`src/sv/tpfg_fifo.sv`:
```
`default_nettype none
module tpfg_fifo #(
  parameter int unsigned WIDTH = 8
) (
  input  wire logic             clk_i,
  input  wire logic             rst_ni,
  input  wire logic             push_i,
  input  wire logic [WIDTH-1:0] data_i,
  output logic                  push_ok_o,
  input  wire logic             pop_i,
  output logic                  nonempty_o,
  output logic [WIDTH-1:0]      data_o
);

  logic [WIDTH-1:0] mem_q [2];
  logic             wr_q;
  logic             rd_q;
  logic [1:0]       cnt_q;

  assign nonempty_o = (cnt_q != 2'd0);
  assign push_ok_o  = (cnt_q != 2'd2) || pop_i;
  assign data_o     = mem_q[rd_q];

  always_ff @(posedge clk_i or negedge rst_ni) begin
    if (!rst_ni) begin
      wr_q  <= 1'b0;
      rd_q  <= 1'b0;
      cnt_q <= 2'd0;
    end else begin
      if (push_i) wr_q <= !wr_q;
      if (pop_i)  rd_q <= !rd_q;
      case ({push_i, pop_i})
        2'b10:   cnt_q <= cnt_q + 2'd1;
        2'b01:   cnt_q <= cnt_q - 2'd1;
        default: cnt_q <= cnt_q;
      endcase
    end
  end

  always_ff @(posedge clk_i) begin
    if (push_i) mem_q[wr_q] <= data_i;
  end

endmodule
`default_nettype wire

```
`config.mk`:
```
export PLATFORM = sky130hd
export DESIGN_NAME = tpfg_fifo
export DESIGN_NICKNAME = d
export VERILOG_FILES = /design/src/sv/tpfg_fifo.sv
export SDC_FILE = /design/constraint.sdc
export NUM_CORES = 1
export LEC_CHECK = 0
export ABC_AREA = 1
export ABC_CLOCK_PERIOD_IN_PS = 1600
export BUFFER_PORTS_ARGS = -buffer_cell sky130_fd_sc_hd__buf_2
export CORE_MARGIN = 2
export CORE_UTILIZATION = 39
export DETAILED_ROUTE_END_ITERATION = 7
export PLACE_DENSITY_LB_ADDON = 0.05
export SYNTH_ARGS = -nofsm -noshare
export SYNTH_HDL_FRONTEND = slang
export SYNTH_SLANG_ARGS = --single-unit
```
`constraint.sdc`:
```
create_clock -name clk_i -period 1.6 [get_ports clk_i]
set_input_delay 0 -clock clk_i [delete_from_list [all_inputs] [get_ports clk_i]]
set_output_delay 0 -clock clk_i [all_outputs]
set_load 0.01 [all_outputs]
```
* After elaboration in Yosys (flattened, before gate mapping) *
Memory sizes are Yosys's and may differ from the RTL's.
Index checks and enable logic that the tools add are counted.

word-level totals
  register bits after elaboration = 4
  memory bits (writable) = 16
  memories kept = 1

cells by class
  add/sub/neg operators = 2
  equal/unequal tests = 3
  multiplexer cells = 3
  reduce and logical (&&, ||, !) cells = 5

memories
  name   words  width  read ports  clocked after Yosys merged registers in  write ports  RTL line  source
  mem_q  2      8      1           0                                        1            15        logic [WIDTH-1:0] mem_q [2];

operator list
  cell                                                                number
  2-bit case mux with 2 select lines                                  1
  2-bit nonzero test                                                  2
  2-bit by 1-bit adder with 2-bit output, second input constant       1
  2-bit by 1-bit == test with 1-bit output, second input constant     1
  2-bit == test, second input constant                                1
  1-bit logical NOT                                                   2
  1-bit 2-to-1 mux                                                    2
  2-bit inequality test, second input constant                        1
  2-bit by 1-bit subtractor with 2-bit output, second input constant  1
  1-bit logical OR                                                    1

* Logic depth before layout (Yosys ltp) *
Gate-level depths: netlist of run 1.

  depth after elaboration = 2
  depth in mapped cells = 7
  depth with buffers taken out = 7

* Worst setup path after synthesis of run 1 *
Ideal clock, no wire load.

  path type = register -> register
  start = register wr_q
  end = memory mem_q[0][0], enable pin
  setup time = 0.370 ns
  arrival = 0.774 ns
  required time = 1.230 ns
  slack = 0.456 ns
  stages on the path, launching flop included = 2
  buffers on the path = 0
  period minus slack after synthesis = 1.144 ns
  cells stage by stage = dfrtp_1 -> nor2_1

RTL lines
  item                    RTL line  source
  start, declared         16        logic wr_q;
  start signal, assigned  30        if (push_i) wr_q <= !wr_q;
  end, declared           15

No word-level cell before the write port.

* Worst setup path in the final report of run 1 *
  start = register rd_q
  end = output data_o[5]

on the way
  cells in the longest elaborated chain, start to end = 1

ends and longest elaborated chain
  item                    RTL line  source
  start, declared         17        logic rd_q;
  start signal, assigned  31        if (pop_i) rd_q <= !rd_q;
  memory 2 x 8 bit        --
  end, declared           12        output logic [WIDTH-1:0] data_o

Every way passes these cells.

==> results of run 1 <==
-- routing by layer --
layer  vias to the layer above  share of wire
met5                         -              0
met4                         0         0.0099
met3                         2          0.041
met2                        14           0.45
met1                       223           0.50
li1                        289              -
-- critical path: cells and delay by family (launching register included) --
family          cells  cell delay [ps]
buf+inv             1              170
compound gates      1              190
flops               1              700
-- metrics by stage --
stage | util | setup WS, ps
4_1_cts | 0.5455 | 210.9
3_5_place_dp | 0.4766 | 545.5
3_3_place_gp | 0.4766 | 538.2
6_report | 0.5455 | 252.3
5_1_grt | 0.5455 | 82.65
2_1_floorplan | - | 456.2
-- how the worst min path moves through the flow --
stage / startpoint / end / slack, ps / depth (start not counted)
after floorplan: rst_ni / cnt_q[0] / -300 / 0
after global placement: rst_ni / wr_q / -190 / 1
after detailed placement: rst_ni / wr_q / -190 / 1
after CTS: rst_ni / wr_q / 20 / 2
after global routing: rst_ni / wr_q / 20 / 2
final: rst_ni / wr_q / 30 / 2
-- state kept, by name, summed over array words and instances (netlist names) --
name / count
mem_q: 16
cnt_q: 2
rd_q: 1
wr_q: 1
-- placed cells by master (no fill, tap or decap) --
cell type and instances:
edfxtp_1 16, xor2_1 2, dlygate4sd3_1 11, xnor2_1 1, o21ai_0 5, nand4_1 1
dfrtp_1 4, o21ai_2 3, nand3_1 1, nor2_1 2, clkbuf_4 3, clkbuf_1 1
buf_4 1, ha_1 1, buf_2 21, nand2_1 15, inv_1 14
-- logic make-up (layout without fill, tap and decap cells) --
| logic type | count (synthesis) | after routing |
|---|---|---|
| compound gates | 8 | 8 |
| xor+xnor | 3 | 3 |
| fa+ha+maj | 1 | 1 |
| buf+inv | 16 | 51 |
| flops | 20 | 20 |
| simple gates | 19 | 19 |
-- cell type report --
class / count / area share
timing repair buffer: 33 / 0.2060
sequential: 20 / 0.5370
inverter: 14 / 0.04861
tap: 27 / 0.03125
clock buffer: 4 / 0.02431
multi-input combinational: 31 / 0.1528
-- power by group through the flow --
stage	Combinational (mW)	Sequential (mW)	Clock, mW
floorplan	0.418	0.759	0
global placement	0.461	0.826	0
detailed placement	0.465	0.828	0
CTS	0.488	0.816	0.247
global route	0.548	0.839	0.266
finish	0.478	0.812	0.234
==> metrics.cfg, run 1 <==
[outcome]
status=finished clean

[synthesis]
syn_area_per_cell_sq_um=12.38
synth_xor_area_frac=0.03167
synth.most_common_cell=edfxtp_1
muxShareOfSynthArea=0
yosysTopAreaCell=edfxtp_1
ys_ff_latch=20
synth_compound_area_frac=0.06184
synth_common_cells=edfxtp_1 (16), nand2_1 (15), inv_1 (14), o21ai_0 (5), dfrtp_1 (4)
synthAdderAreaFrac=0.01508
yosysSeqAreaShare=0.6998
ys_types=14
synth-edff-count=16
yosysWarnings=0
synth_top_family_by_area=buffers and inverters
synth-async-reset-ratio=0.2000
ys_top_cells_by_area=edfxtp_1 (58%), dfrtp_1 (12%), nand2_1 (6.8%)
syn_inst=67
synthFlopType=edfxtp_1
synth_top_area_frac=0.5792
synth_simple_gate_area_frac=0.09050
syn_area_sq_um=829.5
syn_nets=80

[grt]
grt_start_max_net_pins=18
grt_usage=0.1181
use_met1=0.1525
antenna_found_initial=0
grtUsageMet2=0.1732
use_met3=0.03636
grt_busiest_layer=met2
grt_pass1_wl_um=2139
gr-total-overflow=0
grt_pass1_vias=500

[timing]
finClkSkew_ps=8.099
whs_ps=33.15
slew_headroom=0.6335
slew_viol_final=0
setup_viol=0
hold_viol=0
max_freq_mhz=742.0
rsz0062_at_grt=false
tightest_slew_ps=549.7
fin_crit_sh=0.8423
min_period_ps=1348
setup_tns_ps=0

[drt]
wl_um=1208
routed_via_density=4.093
ant_nets=0
num_vias=528
wl_per_cell_um=9.364
remaining_drc_errors=0
firstDrtPassIters=3
drt_iter0_markers=11

[worst_setup_path]
cp_slowest_cell=dfrtp_1
critical_path.cell_chain=o21ai_0 > buf_2
max_stage_delay_ps=700
r2r-start=wr_q
crit_path_start_kind=flop
r2r_end=mem_q[1][0]
cp_max_fo=17
cp_data_arrival_time_ps=1350
startpoint=rd_q
reg2regPathDepth=2
rrSetupSlack_ps=600
cp-endpoint=data_o[5]
worst_setup_path_end_kind=output port
crit_required_ps=1600
crit_type=flop to output port

[floorplanning]
fp.dieArea_sq_um=2512
start_util=0.4186
ios=22
die_w_um=50.12
die_h_um=50.12
rows=16
core_sq_um=1982

[placed_design]
routabilityCongestion=0.6647
dp_hpwl_um=799
dp.cells=114
placed_area_sq_um=944.7
numPortBuffers=21

[final_layout]
areaGrowthSynthToFinish_pct=30.32
multi_input_area_sq_um=165.2
nFillCells=176
drive_gt1_frac=0.2745
fin_area_sq_um=1081
insertedDiodeCount=0
fin_nets=116
seqCellArea_sq_um=580.6
finalNonFillerCells=129

[clock_tree]
cts_tree=done
clk_latency_ps=290
clk_pin_slew_worst_paths_ps=90
cts-root-buf=clkbuf_4
clk_path_buf_depth=2
clkSinkCount=20
cts_made_buffers=3
cts_max_level=1
postCtsHoldBufs=11
post_cts.repair.setup_buffers=0
cts_resized=0

[power_and_ir_drop]
swShare=0.3341
power_mw=1.525
leakage_nw=0.4945
p_seq_frac=0.533
p_int_mw=1.016
switchingPower_uw=509.6
powerDensity_nw_per_um2=1411
combPwrFrac=0.314
clockPowerShare=0.154
ir_drop_mv=0.8954

[run]
max_cap_viol_count=0

[hold_path]
hp-class=input port to asynchronous set/reset pin

(Power assumes the default switching activity.)
==> inputs of run 2 (changes only) <==
- ABC_AREA: 1 -> 0
- ABC_CLOCK_PERIOD_IN_PS: 1600 -> 1250
- clock period: 1.6 -> 1.25 ns (I/O delays scaled with it)
==> run 2 against run 1 <==
The run now ends with setup timing left. Cell count is 12% lower. Clock skew up 0.80 ps. Clock-buffer cell count is 1 lower. Flip-flop and latch count did not move. Register-to-register slack got worse by 470 ps. Synthesized cell count shrank 39%. Critical path type unchanged. Highest routed layer unchanged.
==> metrics.cfg, run 2 <==
[worst_setup_path]
cpMostUsedCell=buf_6
crit_type=flop to output port
crit_required_ps=1250
reg2regPathDepth=5
cp_data_arrival_time_ps=1290
max_stage_delay_ps=440
cp_top_family=flip-flops
worst_setup_path_end_kind=output port
critical_path.cell_chain=buf_6 > mux2_4 > buf_6
path_buf_inv=2
cp_slowest_cell=dfrtp_2
cp_max_fo=4
r2r_end=cnt_q[1]
rrSetupSlack_ps=130
r2r-start=cnt_q[0]
crit_path_start_kind=flop

[final_layout]
fin_nets=101
finalNonFillerCells=114
top_regs=mem_q (16), cnt_q (2)
mostFrequentLayoutCells=edfxtp_1 (16), buf_6 (13), dlygate4sd3_1 (11), buf_2 (11), buf_4 (8)
regMostFlops=mem_q
insertedDiodeCount=0
fin_area_sq_um=1231
largest_reg_flops=16
layout_commonest_cell=edfxtp_1
drive_gt1_frac=0.5402
areaGrowthSynthToFinish_pct=61.05

[clock_tree]
clk_latency_ps=300
clk_path_buf_depth=2
cts_made_buffers=3
cts_tree=done
clk_pin_slew_worst_paths_ps=100
cts_max_level=1
cts-root-buf=clkbuf_4
clkSinkCount=20

[timing]
max_freq_mhz=777.9
rsz0062_at_grt=true
setup_viol=8
slew_viol_final=0
hold_viol=0
whs_ps=32.81
min_period_ps=1286
finClkSkew_ps=8.897
slew_headroom=0.8919
fin_crit_sh=1.028
tightest_slew_ps=161.6
setup_ws_ps=-35.52

[power_and_ir_drop]
clockPowerShare=0.198
combPwrFrac=0.422
leakage_nw=0.5149
p_seq_frac=0.380
switchingPower_uw=656.7
power_mw=2.599
powerDensity_nw_per_um2=2111
ir_drop_mv=1.291
p_int_mw=1.942
swShare=0.2527

[synthesis]
synth_top_area_frac=0.6285
synth_simple_gate_area_frac=0.03764
yosysWarnings=0
synth-async-reset-ratio=0.2000
syn_area_sq_um=764.5
yosysTopAreaCell=edfxtp_1
ys_top_cells_by_area=edfxtp_1 (63%), dfrtp_1 (13%), mux2_2 (12%)
syn_nets=54
ys_types=12
yosysSeqAreaShare=0.7594
syn_area_per_cell_sq_um=18.65
synthFlopType=edfxtp_1
muxShareOfSynthArea=0.1178
synth_compound_area_frac=0
synth_common_cells=edfxtp_1 (16), mux2_2 (8), dfrtp_1 (4), xor2_1 (3)
synth.most_common_cell=edfxtp_1
syn_inst=41
synth-edff-count=16
ys_ff_latch=20
synthAdderAreaFrac=0.01637
synth_xor_area_frac=0.05728
synth_top_family_by_area=multiplexers

[grt]
grt_start_max_net_pins=13
antenna_found_initial=0
grt_pass1_wl_um=1794
grt_usage=0.1165
grt_pass1_vias=444
gr-total-overflow=0

[hold_path]
hp-class=input port to asynchronous set/reset pin

[placed_design]
placed_area_sq_um=928.4
routabilityCongestion=0.5984
numPortBuffers=21
dp.cells=92
dp_hpwl_um=796.5
dp_slack_ps=165.3

[drt]
drt_iter0_markers=1
num_vias=479
ant_nets=0
routed_via_density=4.202
firstDrtPassIters=2
wl_per_cell_um=11.26
wl_um=1284
remaining_drc_errors=0

[outcome]
status=complete, but fails checks
violations=setup timing

[floorplanning]
die_w_um=48.28
die_h_um=48.28
core_sq_um=1902
rows=16
ios=22
fp.dieArea_sq_um=2330
start_util=0.4020

[run]
max_cap_viol_count=0

-- run 2: repair_timing --
item	4_1_cts	5_1_grt
resized for setup	8	11
hold endpoints to repair	22	0
setup buffers	5	2
endpoints found under the setup margin	9	10
hold buffers	11	0
pin swaps	0	1
-- run 2: cell families (layout without fill, tap and decap cells) --
group	count (synthesis)	after routing
xor+xnor	5	5
fa+ha+maj	1	1
buf+inv	2	48
flops	20	20
mux	8	8
simple gates	5	5
-- run 2: layout make-up --
class | count | area [sq um]
fill | 146 | 670.6
multi-input combinational | 19 | 187.7
clock buffer | 3 | 22.52
sequential | 20 | 581.8
tap | 27 | 33.78
inverter | 1 | 3.754
timing repair buffer | 43 | 371.6
clock inverter | 1 | 30.03
-- run 2: routing by layer --
| layer | wire length, um | GRT usage | vias up | share of wire |
|---|---|---|---|---|
| met5 | 0 | 0 | - | 0 |
| met4 | 5 | 0.06486 | 0 | 0.0039 |
| met3 | 59 | 0.02222 | 2 | 0.046 |
| met2 | 626 | 0.1842 | 13 | 0.49 |
| met1 | 592 | 0.1501 | 222 | 0.46 |
| li1 | - | - | 242 | - |
-- run 2: how the worst max path moves through the flow --
stage          from     endpoint  depth (start not counted)
2_1_floorplan  wr_q  mem_q[0][0]                          1
3_3_place_gp   rd_q    data_o[2]                          2
3_5_place_dp   rd_q    data_o[2]                          2
4_1_cts        rd_q    data_o[0]                          3
5_1_grt        rd_q    data_o[2]                          3
6_report       rd_q    data_o[2]                          3
-- run 2: power groups by stage --
stage               Clock, mW  Combinational (mW)  Sequential, mW
detailed placement          0               0.590            1.04
finish                  0.516                1.10           0.987
global route            0.550                1.18            1.01
global placement            0               0.590            1.04
floorplan                   0               0.417           0.971
CTS                     0.529               0.889           0.976
-- run 2: stage by stage --
| step | util | TNS (ps) |
|---|---|---|
| floorplan | - | 0 |
| global placement | 0.4882 | 0 |
| detailed placement | 0.4882 | 0 |
| CTS | 0.6105 | -230.8 |
| global route | 0.6474 | -592.3 |
| finish | 0.6474 | -175.0 |
