===== src/sv/tpfg_pkg.sv =====
`default_nettype none
package tpfg_pkg;

  localparam int unsigned TIME_WIDTH_DEF     = 32;
  localparam int unsigned SINE_ADDR_BITS_DEF = 10;
  localparam int unsigned SAMPLE_WIDTH_DEF   = 32;

  localparam int unsigned ENV_FRAC = 30;
  localparam int unsigned QUO_W    = ENV_FRAC + 1;
  localparam int unsigned SLOPE_W  = 31;
  localparam int unsigned K_W      = 46;

  localparam logic [K_W-1:0]     SLOPE_K    = 46'd44798133900175;
  localparam logic [SLOPE_W-1:0] SLOPE_MAX  = 31'h7fff_ffff;
  localparam logic [63:0]        ONE_Q30    = 64'd1 << ENV_FRAC;
  localparam logic [63:0]        HALF_PI_Q30 = 64'd1686629713;

  // Taylor denominators (2j)(2j+1), j = 1..8
  localparam logic [63:0] QS_DIV [8] = '{64'd6, 64'd20, 64'd42, 64'd72,
                                         64'd110, 64'd156, 64'd210, 64'd272};

  typedef enum logic [2:0] {
    CFG_MAJOR_AMP     = 3'd0,
    CFG_MINOR_AMP     = 3'd1,
    CFG_PHASE_STEP    = 3'd2,
    CFG_PHASE_OFFSET  = 3'd3,
    CFG_START_DELAY   = 3'd4,
    CFG_RAMP_UP_LEN   = 3'd5,
    CFG_PLATEAU_LEN   = 3'd6,
    CFG_RAMP_DOWN_LEN = 3'd7
  } cfg_idx_e;

  typedef enum logic [1:0] {
    SEG_ZERO = 2'd0,
    SEG_RISE = 2'd1,
    SEG_FLAT = 2'd2,
    SEG_FALL = 2'd3
  } seg_e;

  typedef struct packed {
    logic [15:0]        major_amp;
    logic [15:0]        minor_amp;
    logic [31:0]        phase_step;
    logic [31:0]        phase_offset;
    logic [31:0]        start_delay;
    logic [31:0]        ramp_up_len;
    logic [31:0]        plateau_len;
    logic [31:0]        ramp_down_len;
    logic [SLOPE_W-1:0] slope_up;
    logic [SLOPE_W-1:0] slope_dn;
  } cfg_regs_t;

  function automatic logic [63:0] quarter_sine(int unsigned sab, logic [63:0] k);
    logic [63:0] x;
    logic [63:0] x2;
    logic [63:0] r;
    x  = (k * HALF_PI_Q30) >> (sab - 2);
    x2 = (x * x) >> ENV_FRAC;
    r  = ONE_Q30;
    for (int j = 7; j >= 0; j--) begin
      r = ONE_Q30 - (((x2 * r) >> ENV_FRAC) / QS_DIV[j]);
    end
    return (x * r) >> ENV_FRAC;
  endfunction

  function automatic logic signed [31:0] sine_entry(int unsigned sab, int unsigned a);
    logic [63:0] n;
    logic [63:0] q;
    logic [63:0] k;
    logic [63:0] v;
    n = 64'd1 << (sab - 2);
    q = 64'(a) >> (sab - 2);
    k = 64'(a) & (n - 64'd1);
    v = q[0] ? quarter_sine(sab, n - k) : quarter_sine(sab, k);
    return q[1] ? -$signed(v[31:0]) : $signed(v[31:0]);
  endfunction

endpackage
`default_nettype wire


===== src/sv/tpfg_front.sv =====
`default_nettype none
module tpfg_front #(
  parameter int unsigned TIME_WIDTH = tpfg_pkg::TIME_WIDTH_DEF
) (
  input  wire logic                  clk_i,
  input  wire logic                  rst_ni,
  input  wire logic                  in_valid_i,
  output logic                       in_stall_o,
  input  wire logic                  command_i,
  input  wire logic [31:0]           time_tick_i,
  input  wire tpfg_pkg::cfg_regs_t   regs_i,
  input  wire logic [TIME_WIDTH+1:0] t2_i,
  input  wire logic [TIME_WIDTH+1:0] t3_i,
  input  wire logic                  busy_i,
  input  wire logic                  push_ok_i,
  output logic                       push_o,
  output logic                       cmd_o,
  output tpfg_pkg::seg_e             seg_o,
  output logic                       inside_o,
  output logic [TIME_WIDTH-1:0]      num_o,
  output logic [31:0]                phase_o
);

  logic                  fen;
  logic                  fa_valid_q;
  logic                  fa_cmd_q;
  logic                  fa_before_q;
  logic [TIME_WIDTH-1:0] fa_t_q;
  logic                  fb_valid_q;
  logic                  fb_cmd_q;
  tpfg_pkg::seg_e        fb_seg_q;
  logic                  fb_inside_q;
  logic [TIME_WIDTH-1:0] fb_num_q;
  logic [31:0]           fb_phase_q;

  logic [TIME_WIDTH-1:0] tt;
  logic [TIME_WIDTH-1:0] dly;
  logic [TIME_WIDTH+1:0] t_ext;
  logic [TIME_WIDTH+1:0] t1_ext;
  tpfg_pkg::seg_e        seg_d;
  logic [TIME_WIDTH-1:0] num_d;
  logic                  inside_d;

  assign fen        = !fb_valid_q || push_ok_i;
  assign in_stall_o = busy_i || !fen;
  assign tt         = TIME_WIDTH'(time_tick_i);
  assign dly        = TIME_WIDTH'(regs_i.start_delay);

  always_comb begin
    t_ext  = {2'b00, fa_t_q};
    t1_ext = {2'b00, TIME_WIDTH'(regs_i.ramp_up_len)};
    if (fa_before_q || fa_t_q == '0) begin
      seg_d = tpfg_pkg::SEG_ZERO;
    end else if (t_ext <= t1_ext) begin
      seg_d = tpfg_pkg::SEG_RISE;
    end else if (t_ext <= t2_i) begin
      seg_d = tpfg_pkg::SEG_FLAT;
    end else if (t_ext <= t3_i) begin
      seg_d = tpfg_pkg::SEG_FALL;
    end else begin
      seg_d = tpfg_pkg::SEG_ZERO;
    end
    inside_d = !fa_before_q && (fa_t_q != '0) && (t_ext < t3_i);
    case (seg_d)
      tpfg_pkg::SEG_RISE: num_d = fa_t_q;
      tpfg_pkg::SEG_FALL: num_d = TIME_WIDTH'(t3_i - t_ext);
      default:            num_d = '0;
    endcase
  end

  always_ff @(posedge clk_i or negedge rst_ni) begin
    if (!rst_ni) begin
      fa_valid_q <= 1'b0;
      fb_valid_q <= 1'b0;
    end else if (fen) begin
      fa_valid_q <= in_valid_i && !busy_i;
      fb_valid_q <= fa_valid_q;
    end
  end

  always_ff @(posedge clk_i) begin
    if (fen) begin
      fa_cmd_q    <= command_i;
      fa_before_q <= (tt < dly);
      fa_t_q      <= tt - dly;
      fb_cmd_q    <= fa_cmd_q;
      fb_seg_q    <= seg_d;
      fb_inside_q <= inside_d;
      fb_num_q    <= num_d;
      fb_phase_q  <= 32'(regs_i.phase_step * 32'(fa_t_q));
    end
  end

  assign push_o   = fb_valid_q && push_ok_i;
  assign cmd_o    = fb_cmd_q;
  assign seg_o    = fb_seg_q;
  assign inside_o = fb_inside_q;
  assign num_o    = fb_num_q;
  assign phase_o  = fb_phase_q;

endmodule
`default_nettype wire


===== config.mk =====
export PLATFORM = sky130hd
export DESIGN_NAME = tpfg_front
export DESIGN_NICKNAME = d
export VERILOG_FILES = /design/src/sv/tpfg_pkg.sv /design/src/sv/tpfg_front.sv
export SDC_FILE = /design/constraint.sdc
export NUM_CORES = 2
export LEC_CHECK = 0
export BUFFER_PORTS_ARGS = -buffer_cell sky130_fd_sc_hd__buf_2
export CAP_MARGIN = 20
export CORE_ASPECT_RATIO = 0.5
export CORE_UTILIZATION = 25
export CTS_BUF_LIST = sky130_fd_sc_hd__clkbuf_2
export DETAILED_ROUTE_END_ITERATION = 6
export PLACE_DENSITY_LB_ADDON = 0.2
export SLEW_MARGIN = 20
export SYNTH_ARGS = -nofsm -noshare
export SYNTH_HDL_FRONTEND = slang
export SYNTH_SLANG_ARGS = --single-unit

===== constraint.sdc =====
create_clock -name clk_i -period 19.8 [get_ports clk_i]
set_input_delay 0 -clock clk_i [delete_from_list [all_inputs] [get_ports clk_i]]
set_output_delay 0 -clock clk_i [all_outputs]
set_load 0.1 [all_outputs]

Word level (Yosys, flattened, before mapping)
Index checks and enable logic that the tools add are counted. Widths: inputs -> output; s select.

Output and inout port bits: 70. Register bits: 104. Word-level logic and storage cells: 38. Input port bits: 392.

Reduce and logical (&&, ||, !) cells: 13. Mux-type cells: 5. Add/sub/neg operators: 2. Multipliers: 1. $lt $le $gt $ge: 5. Equality and inequality tests: 2.

Operators with widths (count): $le 32x34->1 (2); $pmux 32 s2 (1); $sub 32x32->32 (2); $lt 32x34->1 (1); $le 32x32->1 (1); $logic_not 32->1 (1); $lt 32x32->1 (1); $mul 32x32->32 (1); $reduce_bool 32->1 (1); $mux 2 (4); $logic_and 1x1->1 (4); $logic_not 1->1 (4); $logic_or 1x1->1 (3); $eq 2x1->1 const B (1); $eq 2x2->1 const B (1).

Longest topological paths before layout
Depth after elaboration: 7. Mapped depth: 28. Mapped depth without buffers: 26.

Least setup slack after synthesis
No wires, ideal clock.

Path kind: reg-to-reg. Start point: reg fa_t_q[5]. End point: reg fb_phase_q[30] (netlist: phase_o[30]) (data pin). Setup time: 0.258 ns. Arrival: 6.664 ns. Cell stages (with the launch flop): 27. Data required time: 19.542 ns. Period minus slack after synthesis: 6.922 ns. Buffers on the path: 2. Setup slack: 12.878 ns. Cell sequence: edfxtp_1 -> clkbuf_1 -> clkbuf_1 -> and2_1 -> fa_1 -> fa_1 -> fa_1 -> inv_1 -> fa_1 -> inv_1 -> fa_1 -> inv_1 -> fa_1 -> inv_1 -> fa_1 -> fa_1 -> ha_1 -> a21o_1 -> a21o_1 -> a21o_1 -> nor2_1 -> o211ai_1 -> a31oi_1 -> o21bai_1 -> a21o_1 -> a21oi_1 -> xnor2_1.

Longest elaborated chain between the ends: 1.

RTL lines: start, declared (RTL line tpfg_front.sv:28) `logic [TIME_WIDTH-1:0] fa_t_q;`; start signal, assigned (RTL line tpfg_front.sv:85) `fa_t_q <= tt - dly;`; $mul 32x32->32 (RTL line tpfg_front.sv:90) `fb_phase_q <= 32'(regs_i.phase_step * 32'(fa_t_q));`; end signal, assigned (RTL line tpfg_front.sv:90); end, declared (RTL line tpfg_front.sv:34) `logic [31:0] fb_phase_q;`.

Every way passes these cells. A chain may end at the register's enable or synchronous reset.

Final worst setup path
Start point: reg fa_t_q[4]. End point: reg fb_phase_q[31] (netlist: phase_o[31]) (data pin).

Same word-level chain as after synthesis.

==> results.md <==
- Outcome: finished, final reports clean
- Reg2Reg Depth: 26
- TritonCTS Buffers: 9
- Buffers & Inverters on Critical Path: 5
- Final WL: 80500 µm
- Slew Limit Headroom: 0.301
- Post-route ant nets: 0
- TritonCTS clock tree: done
- Number of global-route vias before repair: 21175
- Die area: 100000 µm²
- First-pass GRT wire length: between 100000 and 150000 µm
- Critical path launch point type: flip-flop
- DR vias: 19441
- HPWL Detailed: 64800 µm
- Cells after synthesis: 2713
- Hold path cells: 7
- Post-Route Setup TNS: 0 ns
- Cell count along the critical path: 26
- Number of flops mapped to enable cells by yosys: 102
- Critical Path End Type: flip-flop
- Clock Path Buffers: 2
- Area growth syn-to-layout: 19.2%
- Antenna violations before repair: 4
- I/O Buffers: ~270
- Most frequent cell on the critical path: fa_1
- Total grt overflow: 0
- Vias per cell: about 4.4
- CP required: 20.52 ns
- Initial Util: 0.253
- Maximum fanout along the worst path: 33
- GPL Wtd Cong: 0.845
- I/O pins: 462
- Total of max-cap violations: 0
- Clk sink count: 104
- DR iter-0 viols: between 700 and 800
- Nets: between 4000 and 5000
- Synth Area per Inst: 9.13 µm²
- Least-Margin Pin Slew: between 1 and 1.5 ns
- Worst-skew pair later-pin latency: 0.91 ns
- Die W: 447 µm
- Most used flip-flop cell after synthesis: edfxtp_1
- Period minus WS final: 7.57 ns
- Final setup viols: 0
- Root Driver: clkbuf_2
- Drt pass-1 iters: 5
- WS Path Type: reg2reg
- CP top delay family: adder cells
- Syn_nets: about 3800
- Post-synth top area share: 0.331
- Syn. warnings: 0
- RSZ-0062 raised after global routing: no
- Placeable core area: 97900 µm²
- Seq/Total Area, Yosys: 0.126
- Seq cells post-synth: 104
- Maximum clock rate: ~130 MHz
- Setup bufs post-CTS: 0
- # hold bufs at CTS: roughly 180
- Max-slew violations: 0
- Top cells by area, synth: fa_1 (33%), ha_1 (14%), edfxtp_1 (12%), inv_1 (8.5%), and2_1 (7.9%)
- FFs w/ async S/R, synth: 0.0192
- Arrival time worst endpoint: 8.29 ns
- Post-CTS resize count: 0
- Post-Syn Area: between 20000 and 25000 µm²
- CP peak stage delay: roughly 0.49 ns
- FP Rows: 81
- Hold Violations, Final: 0
- Hold crit path type: in2reg
- Clock skew: 0.0737 ns
- DIE HEIGHT: about 220 µm
- Dominant cell type by area after synthesis: fa_1
- Largest net degree at the start of global routing: 69
- Tot GR Track Use: 0.164
- Routed WL per cell: 18.2 µm
- Layout cells sized above 1: 0.110
- Register clock-pin slew on the reported worst setup and hold paths: 0.41 ns
- Final Cycle Share: 0.382
- Slowest CP cell: fa_1
- Htree depth: 3
- Distinct cells, synth: 74
- # DRC: 0
==> final timing paths <==
| path | slack (ns) | from | to |
|---|---|---|---|
| max in group asynchronous | 19.23 | rst_ni | fb_valid_q |
| min | 0.14 | t3_i[11] | num_o[12] |
| min in group asynchronous | 0.45 | rst_ni | fa_valid_q |
| min reg2reg | 0.47 | fa_cmd_q | cmd_o |
| max reg2reg | 12.23 | fa_t_q[4] | phase_o[31] |
| max | 12.23 | fa_t_q[4] | phase_o[31] |
==> synth_stat cells, types with 9 or more instances <==
master,count
inv_1,561
fa_1,410
and2_1,314
nand2_1,289
ha_1,282
xnor2_1,104
clkbuf_1,102
edfxtp_1,102
a21oi_1,94
nor2_1,54
a21o_1,46
o21ai_1,39
o21ai_0,38
xor2_1,37
nand4_1,24
nor2b_1,24
nand3_1,16
o21bai_1,16
nand2b_1,15
nor4_1,13
nor3_1,12
a211oi_1,9
==> registers in the layout, indices dropped and copies added (netlist names) <==
| register | flops |
|---|---|
| num_o | 32 |
| inside_o | 1 |
| phase_o | 32 |
| seg_o | 2 |
| cmd_o | 1 |
| fa_cmd_q | 1 |
| fa_valid_q | 1 |
| fa_t_q | 32 |
| fa_before_q | 1 |
| fb_valid_q | 1 |
==> placed cells by master, fill, tap and decap left out, types with 38 or more instances in the layout <==
cell type,instances
a21o_1,46
a21oi_1,94
and2_1,314
buf_2,271
dlygate4sd3_1,179
edfxtp_1,102
fa_1,410
ha_1,282
inv_1,561
nand2_1,289
nor2_1,54
o21ai_0,38
o21ai_1,39
xnor2_1,104
==> cell type report <==
type / instances / area [µm²]
diodes: 2 / 5.00
flip-flops and latches: 104 / 3110
multi-input cells: 1938 / 19100
inverters: 562 / 2110
clock inverters: 7 / 87.6
well taps: 1328 / 1660
fillers: 10549 / 68400
clock buffers: 9 / 45.0
repair buffers: 479 / 3370
==> metrics by stage <==
| stage | cells | hold slack [ns] | setup slack [ns] | instance area (µm²) | util |
|---|---|---|---|---|---|
| floorplan | 2713 | -0.296 | 12.88 | 24800 | - |
| global placement | 4232 | -0.212 | 12.31 | 27600 | 0.282 |
| detailed placement | 4232 | -0.212 | 12.26 | 27600 | 0.282 |
| CTS | 4427 | 0.0255 | 12.26 | 29500 | 0.302 |
| global route | 4428 | 0.0973 | 11.89 | 29500 | 0.302 |
| finish | 4429 | 0.137 | 12.23 | 29500 | 0.302 |
==> worst register-to-register path, stage by stage (launching register included) <==
cell and delay [ns]:
edfxtp_1 0.47, buf_4 0.41, and2_1 0.30, fa_1 0.40, inv_1 0.07, fa_1 0.42, fa_1 0.49, inv_1 0.07
fa_1 0.47, ha_1 0.29, ha_1 0.28, inv_1 0.05, fa_1 0.48, inv_1 0.05, fa_1 0.43, ha_1 0.34
o21ai_1 0.11, a21boi_1 0.33, o2111ai_1 0.19, a21boi_1 0.30, o21ai_1 0.25, o21ba_1 0.26, nor2b_1 0.16, o21ai_1 0.17
a211o_1 0.34, o21ai_1 0.17, xnor2_1 0.09
==> cell families after synthesis <==
kind of cell | share of synthesized area
adders and majority gates | 0.474
xor gates and xnor gates | 0.0499
buffers and inverters | 0.102
AOI/OAI and AO/OA | 0.0840
muxes | 0.000404
DFF | 0.126
and+or+nand+nor | 0.164
==> metal layers <==
layer  vias to the layer above  global-route usage  part of all wire
met5                         -                   0           0.00034
met4                         4              0.0319             0.015
met3                        52              0.0165             0.025
met2                       287               0.300              0.51
met1                      9937               0.210              0.45
li1                       9161                   -                 -
Power is left out: the tool's default activity adds up to more than one toggle a clock period on the data nets, which glitch-free logic cannot reach.
