===== config.mk =====
export PLATFORM = sky130hd
export DESIGN_NAME = tpfg_cfg
export DESIGN_NICKNAME = d
export VERILOG_FILES = /design/src/sv/tpfg_pkg.sv /design/src/sv/tpfg_cfg.sv
export SDC_FILE = /design/constraint.sdc
export NUM_CORES = 1
export LEC_CHECK = 0
export ABC_AREA = 1
export BUFFER_PORTS_ARGS = -buffer_cell sky130_fd_sc_hd__clkbuf_2
export CAP_MARGIN = 10
export CORE_MARGIN = 2
export CORE_UTILIZATION = 57
export DETAILED_ROUTE_END_ITERATION = 10
export PLACE_DENSITY = 0.77
export RECOVER_POWER = 25
export SLEW_MARGIN = 10
export SYNTH_ARGS = -nofsm -noshare
export SYNTH_HDL_FRONTEND = slang
export SYNTH_SLANG_ARGS = --single-unit

===== constraint.sdc =====
create_clock -name clk_i -period 11.5 [get_ports clk_i]
set_input_delay 2.3 -clock clk_i [delete_from_list [all_inputs] [get_ports clk_i]]
set_output_delay 2.3 -clock clk_i [all_outputs]
set_load 0.02 [all_outputs]

===== src/sv/tpfg_pkg.sv =====
`default_nettype none
package tpfg_pkg;

  localparam int unsigned TIME_WIDTH_DEF     = 32;
  localparam int unsigned SINE_ADDR_BITS_DEF = 10;
  localparam int unsigned SAMPLE_WIDTH_DEF   = 32;

  localparam int unsigned ENV_FRAC = 30;
  localparam int unsigned QUO_W    = ENV_FRAC + 1;
  localparam int unsigned SLOPE_W  = 31;
  localparam int unsigned K_W      = 46;

  localparam logic [K_W-1:0]     SLOPE_K    = 46'd44798133900175;
  localparam logic [SLOPE_W-1:0] SLOPE_MAX  = 31'h7fff_ffff;
  localparam logic [63:0]        ONE_Q30    = 64'd1 << ENV_FRAC;
  localparam logic [63:0]        HALF_PI_Q30 = 64'd1686629713;

  // Taylor denominators (2j)(2j+1), j = 1..8
  localparam logic [63:0] QS_DIV [8] = '{64'd6, 64'd20, 64'd42, 64'd72,
                                         64'd110, 64'd156, 64'd210, 64'd272};

  typedef enum logic [2:0] {
    CFG_MAJOR_AMP     = 3'd0,
    CFG_MINOR_AMP     = 3'd1,
    CFG_PHASE_STEP    = 3'd2,
    CFG_PHASE_OFFSET  = 3'd3,
    CFG_START_DELAY   = 3'd4,
    CFG_RAMP_UP_LEN   = 3'd5,
    CFG_PLATEAU_LEN   = 3'd6,
    CFG_RAMP_DOWN_LEN = 3'd7
  } cfg_idx_e;

  typedef enum logic [1:0] {
    SEG_ZERO = 2'd0,
    SEG_RISE = 2'd1,
    SEG_FLAT = 2'd2,
    SEG_FALL = 2'd3
  } seg_e;

  typedef struct packed {
    logic [15:0]        major_amp;
    logic [15:0]        minor_amp;
    logic [31:0]        phase_step;
    logic [31:0]        phase_offset;
    logic [31:0]        start_delay;
    logic [31:0]        ramp_up_len;
    logic [31:0]        plateau_len;
    logic [31:0]        ramp_down_len;
    logic [SLOPE_W-1:0] slope_up;
    logic [SLOPE_W-1:0] slope_dn;
  } cfg_regs_t;

  function automatic logic [63:0] quarter_sine(int unsigned sab, logic [63:0] k);
    logic [63:0] x;
    logic [63:0] x2;
    logic [63:0] r;
    x  = (k * HALF_PI_Q30) >> (sab - 2);
    x2 = (x * x) >> ENV_FRAC;
    r  = ONE_Q30;
    for (int j = 7; j >= 0; j--) begin
      r = ONE_Q30 - (((x2 * r) >> ENV_FRAC) / QS_DIV[j]);
    end
    return (x * r) >> ENV_FRAC;
  endfunction

  function automatic logic signed [31:0] sine_entry(int unsigned sab, int unsigned a);
    logic [63:0] n;
    logic [63:0] q;
    logic [63:0] k;
    logic [63:0] v;
    n = 64'd1 << (sab - 2);
    q = 64'(a) >> (sab - 2);
    k = 64'(a) & (n - 64'd1);
    v = q[0] ? quarter_sine(sab, n - k) : quarter_sine(sab, k);
    return q[1] ? -$signed(v[31:0]) : $signed(v[31:0]);
  endfunction

endpackage
`default_nettype wire


===== src/sv/tpfg_cfg.sv =====
`default_nettype none
module tpfg_cfg #(
  parameter int unsigned TIME_WIDTH = tpfg_pkg::TIME_WIDTH_DEF
) (
  input  wire logic                  clk_i,
  input  wire logic                  rst_ni,
  input  wire logic                  cfg_valid_i,
  output logic                       cfg_ready_o,
  input  wire logic [2:0]            cfg_index_i,
  input  wire logic [31:0]           cfg_data_i,
  output tpfg_pkg::cfg_regs_t        regs_o,
  output logic [TIME_WIDTH+1:0]      t2_o,
  output logic [TIME_WIDTH+1:0]      t3_o,
  output logic                       busy_o
);

  localparam int unsigned DW   = TIME_WIDTH + 32;
  localparam int unsigned KW   = tpfg_pkg::K_W;
  localparam int unsigned CMAX = (TIME_WIDTH > KW) ? TIME_WIDTH : KW;
  localparam int unsigned CW   = $clog2(CMAX);

  localparam logic [1:0] S_IDLE = 2'd0;
  localparam logic [1:0] S_LOAD = 2'd1;
  localparam logic [1:0] S_MUL  = 2'd2;
  localparam logic [1:0] S_DIV  = 2'd3;

  tpfg_pkg::cfg_regs_t regs_q;
  logic [1:0]            state_q;
  logic                  side_q;
  logic [CW-1:0]         cnt_q;
  logic [DW-1:0]         acc_q;
  logic [DW-1:0]         ps_sh_q;
  logic [TIME_WIDTH-1:0] len_sh_q;
  logic [DW-1:0]         rem_q;
  logic [KW-1:0]         k_sh_q;
  logic [KW-1:0]         quo_q;
  logic [TIME_WIDTH+1:0] t2_q;
  logic [TIME_WIDTH+1:0] t3_q;

  logic [DW-1:0]          rr;
  logic                   ge;
  logic [KW-1:0]          quo_d;
  logic [tpfg_pkg::SLOPE_W-1:0] slope_d;

  always_comb begin
    rr      = {rem_q[DW-2:0], k_sh_q[KW-1]};
    ge      = (rr >= acc_q);
    quo_d   = {quo_q[KW-2:0], ge};
    slope_d = (quo_d[KW-1:tpfg_pkg::SLOPE_W] != '0) ? tpfg_pkg::SLOPE_MAX
                                                    : quo_d[tpfg_pkg::SLOPE_W-1:0];
  end

  always_ff @(posedge clk_i or negedge rst_ni) begin
    if (!rst_ni) begin
      regs_q  <= '{slope_up: tpfg_pkg::SLOPE_MAX, slope_dn: tpfg_pkg::SLOPE_MAX,
                   default: '0};
      state_q <= S_IDLE;
      side_q  <= 1'b0;
      cnt_q   <= '0;
      t2_q    <= '0;
      t3_q    <= '0;
    end else begin
      t2_q <= {2'b00, TIME_WIDTH'(regs_q.ramp_up_len)}
              + {2'b00, TIME_WIDTH'(regs_q.plateau_len)};
      t3_q <= t2_q + {2'b00, TIME_WIDTH'(regs_q.ramp_down_len)};
      case (state_q)
        S_IDLE: begin
          if (cfg_valid_i) begin
            case (cfg_index_i)
              tpfg_pkg::CFG_MAJOR_AMP:     regs_q.major_amp     <= cfg_data_i[15:0];
              tpfg_pkg::CFG_MINOR_AMP:     regs_q.minor_amp     <= cfg_data_i[15:0];
              tpfg_pkg::CFG_PHASE_STEP:    regs_q.phase_step    <= cfg_data_i;
              tpfg_pkg::CFG_PHASE_OFFSET:  regs_q.phase_offset  <= cfg_data_i;
              tpfg_pkg::CFG_START_DELAY:   regs_q.start_delay   <= cfg_data_i;
              tpfg_pkg::CFG_RAMP_UP_LEN:   regs_q.ramp_up_len   <= cfg_data_i;
              tpfg_pkg::CFG_PLATEAU_LEN:   regs_q.plateau_len   <= cfg_data_i;
              tpfg_pkg::CFG_RAMP_DOWN_LEN: regs_q.ramp_down_len <= cfg_data_i;
              default: ;
            endcase
            side_q  <= 1'b0;
            state_q <= S_LOAD;
          end
        end
        S_LOAD: begin
          state_q <= S_MUL;
          cnt_q   <= '0;
        end
        S_MUL: begin
          if (cnt_q == CW'(TIME_WIDTH - 1)) begin
            state_q <= S_DIV;
            cnt_q   <= CW'(KW - 1);
          end else begin
            cnt_q <= cnt_q + 1'b1;
          end
        end
        S_DIV: begin
          if (cnt_q == '0) begin
            if (side_q) begin
              regs_q.slope_dn <= slope_d;
              state_q         <= S_IDLE;
            end else begin
              regs_q.slope_up <= slope_d;
              side_q          <= 1'b1;
              state_q         <= S_LOAD;
            end
          end else begin
            cnt_q <= cnt_q - 1'b1;
          end
        end
        default: state_q <= S_IDLE;
      endcase
    end
  end

  // shift-add multiply for phase_step * len, then restoring divide of K
  always_ff @(posedge clk_i) begin
    case (state_q)
      S_LOAD: begin
        acc_q    <= '0;
        ps_sh_q  <= DW'(regs_q.phase_step);
        len_sh_q <= side_q ? TIME_WIDTH'(regs_q.ramp_down_len)
                           : TIME_WIDTH'(regs_q.ramp_up_len);
        rem_q    <= '0;
        k_sh_q   <= tpfg_pkg::SLOPE_K;
        quo_q    <= '0;
      end
      S_MUL: begin
        if (len_sh_q[0]) acc_q <= acc_q + ps_sh_q;
        ps_sh_q  <= {ps_sh_q[DW-2:0], 1'b0};
        len_sh_q <= len_sh_q >> 1;
      end
      S_DIV: begin
        rem_q  <= ge ? (rr - acc_q) : rr;
        k_sh_q <= {k_sh_q[KW-2:0], 1'b0};
        quo_q  <= quo_d;
      end
      default: ;
    endcase
  end

  assign regs_o      = regs_q;
  assign t2_o        = t2_q;
  assign t3_o        = t3_q;
  assign busy_o      = (state_q != S_IDLE);
  assign cfg_ready_o = (state_q == S_IDLE);

endmodule
`default_nettype wire


-- After elaboration in Yosys (flattened, before gate mapping)
Index checks and enable logic that the tools add are counted.
- latch bits: 0
- bits in writable memories: 0
- memories kept: 0
- register bits: 676
- output and inout port bits: 356
- memory bits (read-only): 0
- logic and storage cells: 89
- reduce and logical (&&, ||, !) cells: 23
- bitwise logic cells: 1
- equal/unequal tests: 16
- multiply operators: 0
- $add $sub $neg: 6
- div/mod/pow operators: 0
- mux-type cells: 21
- magnitude comparators: 1
- shift operators: 0
- operators with widths (kind ; count):
    $pmux W64 S2 ; 2
    $pmux W63 S2 ; 1
    $pmux W46 S2 ; 1
    $pmux W45 S2 ; 1
    $add A64 B64 Y64 ; 1
    $ge A64 B64 Y1 ; 1
    $mux W64 ; 1
    $pmux W32 S2 ; 1
    $mux W63 ; 1
    $sub A63 B63 Y63 ; 1
    $reduce_and A3 Y1 ; 12
    $add A33 B32 Y34 ; 1
    $add A32 B32 Y33 ; 1
    $mux W32 ; 1
    $mux W31 ; 1
    $pmux W6 S3 ; 1
    $reduce_bool A15 Y1 ; 1
    $eq A3 B3 Y1 const B ; 4
    $mux W6 ; 2
    $ne A2 B2 Y1 const B ; 5
    $pmux W2 S4 ; 1
    $reduce_bool A2 Y1 ; 4
    $add A6 B1 Y6 const B ; 1
    $eq A3 B2 Y1 const B ; 2
    14 further kinds ; 20

-- Logic depth before layout (Yosys ltp)
- depth after elaboration: 3
- mapped depth: 19

-- Least setup slack after synthesis
Ideal clock, no wire load.
- path kind: reg2reg
- start point: register state_q[0]
- end point: register acc_q[0] (enable)
- arrival time: 5.538 ns
- required time: 10.926 ns
- buffers on the path: 2
- path slack: 5.387 ns
- stages on the path, launching flop included: 6
- cell sequence: dfrtp_1 -> inv_1 -> ha_1 -> clkbuf_1 -> clkbuf_1 -> o21ai_0
- cells in the longest elaborated chain, start to end: 3
- elaborated cells between the ends (all ways): 5
- those cells by class: eq/ne: 3; reduce/logical: 2
- ends and longest elaborated chain (what ; RTL line ; RTL):
    start: declaration ; tpfg_cfg.sv:28 ; logic [1:0] state_q;
    start signal: assignment ; tpfg_cfg.sv:57 ; state_q <= S_IDLE;
    start signal: assignment ; tpfg_cfg.sv:81 ; state_q <= S_LOAD;
    start signal: assignment ; tpfg_cfg.sv:85 ; state_q <= S_MUL;
    $eq A2 B2 Y1 or $eq A2 B1 Y1 (tied branches) ; tpfg_cfg.sv:117 ; case (state_q)
    $ne A2 B2 Y1 (no line) or $reduce_bool A2 Y1 (tied branches) ; -- ;
    $reduce_and A2 Y1 (no line) (*) ; -- ;
    end signal: assignment ; tpfg_cfg.sv:128 ; if (len_sh_q[0]) acc_q <= acc_q + ps_sh_q;
    end: declaration ; tpfg_cfg.sv:31 ; logic [DW-1:0] acc_q;
Mark *: on every way between the ends. The rest lies on a longest branch, timed or not.
A chain may end at the register's enable or synchronous reset.

-- Worst setup path after layout
- start point: register state_q[1]
- end point: register rem_q[18] (enable)
- cells in the longest elaborated chain, start to end: 2
- elaborated cells between the ends (all ways): 3
- those cells by class: eq/ne: 2; reduce/logical: 1
- ends and longest elaborated chain (what ; RTL line ; RTL):
    $eq A2 B2 Y1 or $eq A2 B1 Y1 (tied branches) ; tpfg_cfg.sv:117 ;
    $reduce_bool A2 Y1 (no line) (*) ; -- ;
    end signal: assignment ; tpfg_cfg.sv:133 ; rem_q <= ge ? (rr - acc_q) : rr;
    end: declaration ; tpfg_cfg.sv:34 ; logic [DW-1:0] rem_q;
Marks and branches as above.

==> key figures <==
Placement
  – Placer congestion estimate: 1.03
  – Inst Count DP: 6588
  – Port-buffer cells: a little under 400
  – Placed cell areas: between 40000 and 50000 µm²
  – DP Wirelength: 94.3 mm

Critical path
  – Crit path capture type: register
  – Reg2reg setup slack: between 5 and 6 ns
  – Reg2Reg Depth: 5
  – Worst-path maximum fanout: 73
  – CP required: about 12 ns
  – CP Launch Type: register
  – Capturing point of the worst reg2reg path: rem_q[18]$_SDFFCE_PN0P_
  – Arr. time, crit path: 6.71 ns
  – Reg-to-reg startpoint: state_q[1]$_DFFE_PN0P_
  – Kind of critical path: reg -> reg
  – Crit path from: state_q[1]$_DFFE_PN0P_

Die
  – Initial Utilization: 57.5%
  – I/O pins: between 300 and 400
  – DIE AREA: 72800 µm²
  – Die Ht: approximately 270 µm
  – Row Count: 97
  – DIE WIDTH: 270 µm
  – Core area: about 70000 µm²

STA
  – Slew Limit Headroom: -178%
  – Final Hold Viols: 0
  – Clock skew: around 0.070 ns
  – Final critical-path share of the clock period: between 50% and 60%
  – Fmax: roughly 150 MHz
  – Setup_tns: 0 ns
  – Worst slew pin tran: approximately 4.2 ns
  – RSZ-0062 raised after global routing: no
  – Final setup fails: 0
  – Minimum clock period: between 6 and 7 ns
  – Fin. max-slew vios: roughly 440

Yosys
  – Synth area leaders: edfxtp_1 23%, dfrtp_1 19%, nand2_1 17%, inv_1 7.4%, ha_1 6.2%
  – Synth Warn #: 0
  – Mapped Avg Cell Area: about 7.5 µm²
  – Register area share after synthesis: 46.1%
  – Synth Register Bits: 676
  – Main synth FF type: edfxtp_1
  – Top cell type by total area after synthesis: edfxtp_1
  – Synthesized cell area: slightly above 40000 µm²
  – Mapped Cells: roughly 5400
  – Number of flops mapped to enable cells by yosys: 314
  – Synth cell types: 50
  – Net Count, Synth: 5602
  – Area share of the largest cell type after synthesis: between 20% and 30%
  – Asr flop ratio synth: a little over half

Worst hold path
  – Hold EP: regs_o[56]$_DFFE_PN1P_
  – HP Class: reg -> reg
  – Hold Startpoint: regs_o[56]$_DFFE_PN1P_
  – Hold depth: 2

Cells and area
  – Nets: 5966
  – Post-route cell area: between 40000 and 50000 µm²
  – Share of layout cells above drive strength 1: 11.7%
  – Antenna fix cells: 0
  – Finished Layout Cells: between 6000 and 7000
  – P&R area growth vs syn: 13.1%

Global routing
  – All-layer global routing usage: between 30% and 40%
  – Grt met2 use: ~56%
  – Antenna violations before repair: 1
  – GR Util met3: around 5.0%
  – Global-route wire length before repair: just under 200 mm
  – GRT overflow: 0
  – Routing usage on met1: between 40% and 50%
  – Vias in the first global route: roughly 35000
  – Largest net degree at the start of global routing: roughly 160
  – Most used routing layer: met2

CTS
  – Inserted Clock Buffers: between 70 and 80
  – Register clock-pin slew on the reported worst setup and hold paths: 0.06 ns
  – Maximum clock path buffer count: 3
  – Post-CTS Hold Fix Bufs: 0
  – Post-cts sizing count: 0
  – Sink Count: a little under 700
  – CTS root buf: clkbuf_16
  – TritonCTS clock tree: yes
  – Clock insertion delay at the later pin of the skew report: 0.67 ns
  – Post-CTS setup buffers: 0
  – H-tree depth: 3

Flow run
  – Max-cap violations: 6

Drt
  – Drt via density: 5.46
  – WL final: 126 mm
  – DRC: 0
  – DR pass1 iterations: 6
  – Routed Antenna Nets: 0
  – Iteration-0 DRC Markers: around 3600
  – Vias: 36800
  – Wirelength per Cell: roughly 19 µm

Run status
  – Status: complete, but fails checks
  – Failing checks: capacitance limit, slew limit
[metrics by stage]
| step | utilization (%) | setup WS, ns | hold slack (ns) |
|---|---|---|---|
| 2_1_floorplan | - | 5.39 | 0.481 |
| 3_3_place_gp | 61.5 | 7.19 | 0.456 |
| 3_5_place_dp | 61.5 | 7.15 | 0.459 |
| 4_1_cts | 65.1 | 7.26 | 0.468 |
| 5_1_grt | 65.0 | 4.32 | 0.475 |
| 6_report | 65.0 | 5.02 | 0.468 |
[logic make-up after synthesis]
logic type / count (synthesis) / share of synthesized area, %
compound gates: 791 / 10.2
xor+xnor: 92 / 2.00
fa+ha+maj: 202 / 6.35
buf+inv: 925 / 8.83
flops: 676 / 46.1
other cells: 1 / 0.00931
simple gates: 2675 / 26.5
[synth_stat cells, drive strengths merged, types with 56 or more instances]
master,n
nand2,1842
inv,800
nor2,541
o21ai,405
a21oi,320
edfxtp,314
dfrtp,300
ha,198
nand3,140
clkbuf,91
xor2,76
dfstp,62
or2,56
[cells in the final DEF (no fill, tap or decap), types with 5 or more instances in the layout]
cell        synthesis  layout
o21ai_0           400     401
nand4_1            36      36
clkinvlp_4          0       5
xor2_1             76      76
buf_4               9      10
clkinv_1            4       5
o211ai_1            6       6
clkbuf_8            0       7
nor2_1            531     531
or2_2              56      56
clkbuf_16           0      79
nor4_1              8       8
clkbuf_1           91      23
a21oi_1           319     319
ha_1              198     197
edfxtp_1          314     314
nand2_2             7      13
nor2_2              9       9
nand3b_1           14      14
dfrtp_1           300     300
clkinv_2            0      13
nand3_1           139     139
dfstp_2            62      62
nor3_1             33      33
xnor2_1            16      16
inv_1             792     793
o21a_1              8       8
a31oi_1            10      10
a21o_1             13      13
o21bai_1           17      17
inv_2               7       7
clkbuf_2            0     391
nand2_1          1832    1826
[worst max-delay path, cell delays in order (launching register included)]
cell,delay [ns]
dfrtp_1,0.41
ha_1,1.73
inv_1,1.01
nand2_1,1.12
buf_4,0.86
buf_4,0.74
[layout make-up]
cell class | instances | area, µm²
multi-input combinational | 3761 | 18200
sequential | 676 | 18600
clock inverter | 33 | 352
clock buffer | 104 | 2140
tap | 940 | 1180
inverter | 804 | 3020
fill | 6065 | 24500
timing repair buffer | 408 | 2080
[metal layers]
metal	vias to the layer above	share of wire, %	routed length, µm
li1	17700	-	-
met1	17200	40	50600
met2	1504	47	59100
met3	325	7.6	9550
met4	2	5.1	6430
met5	-	0.010	13
[worst max path at each step]
stage,to,slack [ns],cells past startpoint
2_1_floorplan,acc_q[0]$_SDFFCE_PN0P_,5.39,5
3_3_place_gp,regs_o[169]$_DFFE_PN0P_,7.19,3
3_5_place_dp,regs_o[169]$_DFFE_PN0P_,7.15,3
4_1_cts,rem_q[20]$_SDFFCE_PN0P_,7.26,5
5_1_grt,rem_q[20]$_SDFFCE_PN0P_,4.32,5
6_report,rem_q[18]$_SDFFCE_PN0P_,5.02,5
[state kept, by name (all words and copies together), names as in the netlist, 2 cells and up]
register	count
k_sh_q	46
t3_o	34
quo_q	45
rem_q	63
cnt_q	6
t2_o	33
acc_q	64
ps_sh_q	64
state_q	2
len_sh_q	32
regs_o	286
Power is not shown: default switching activity piles up to over one toggle a cycle in this logic, so the estimate is an artifact.
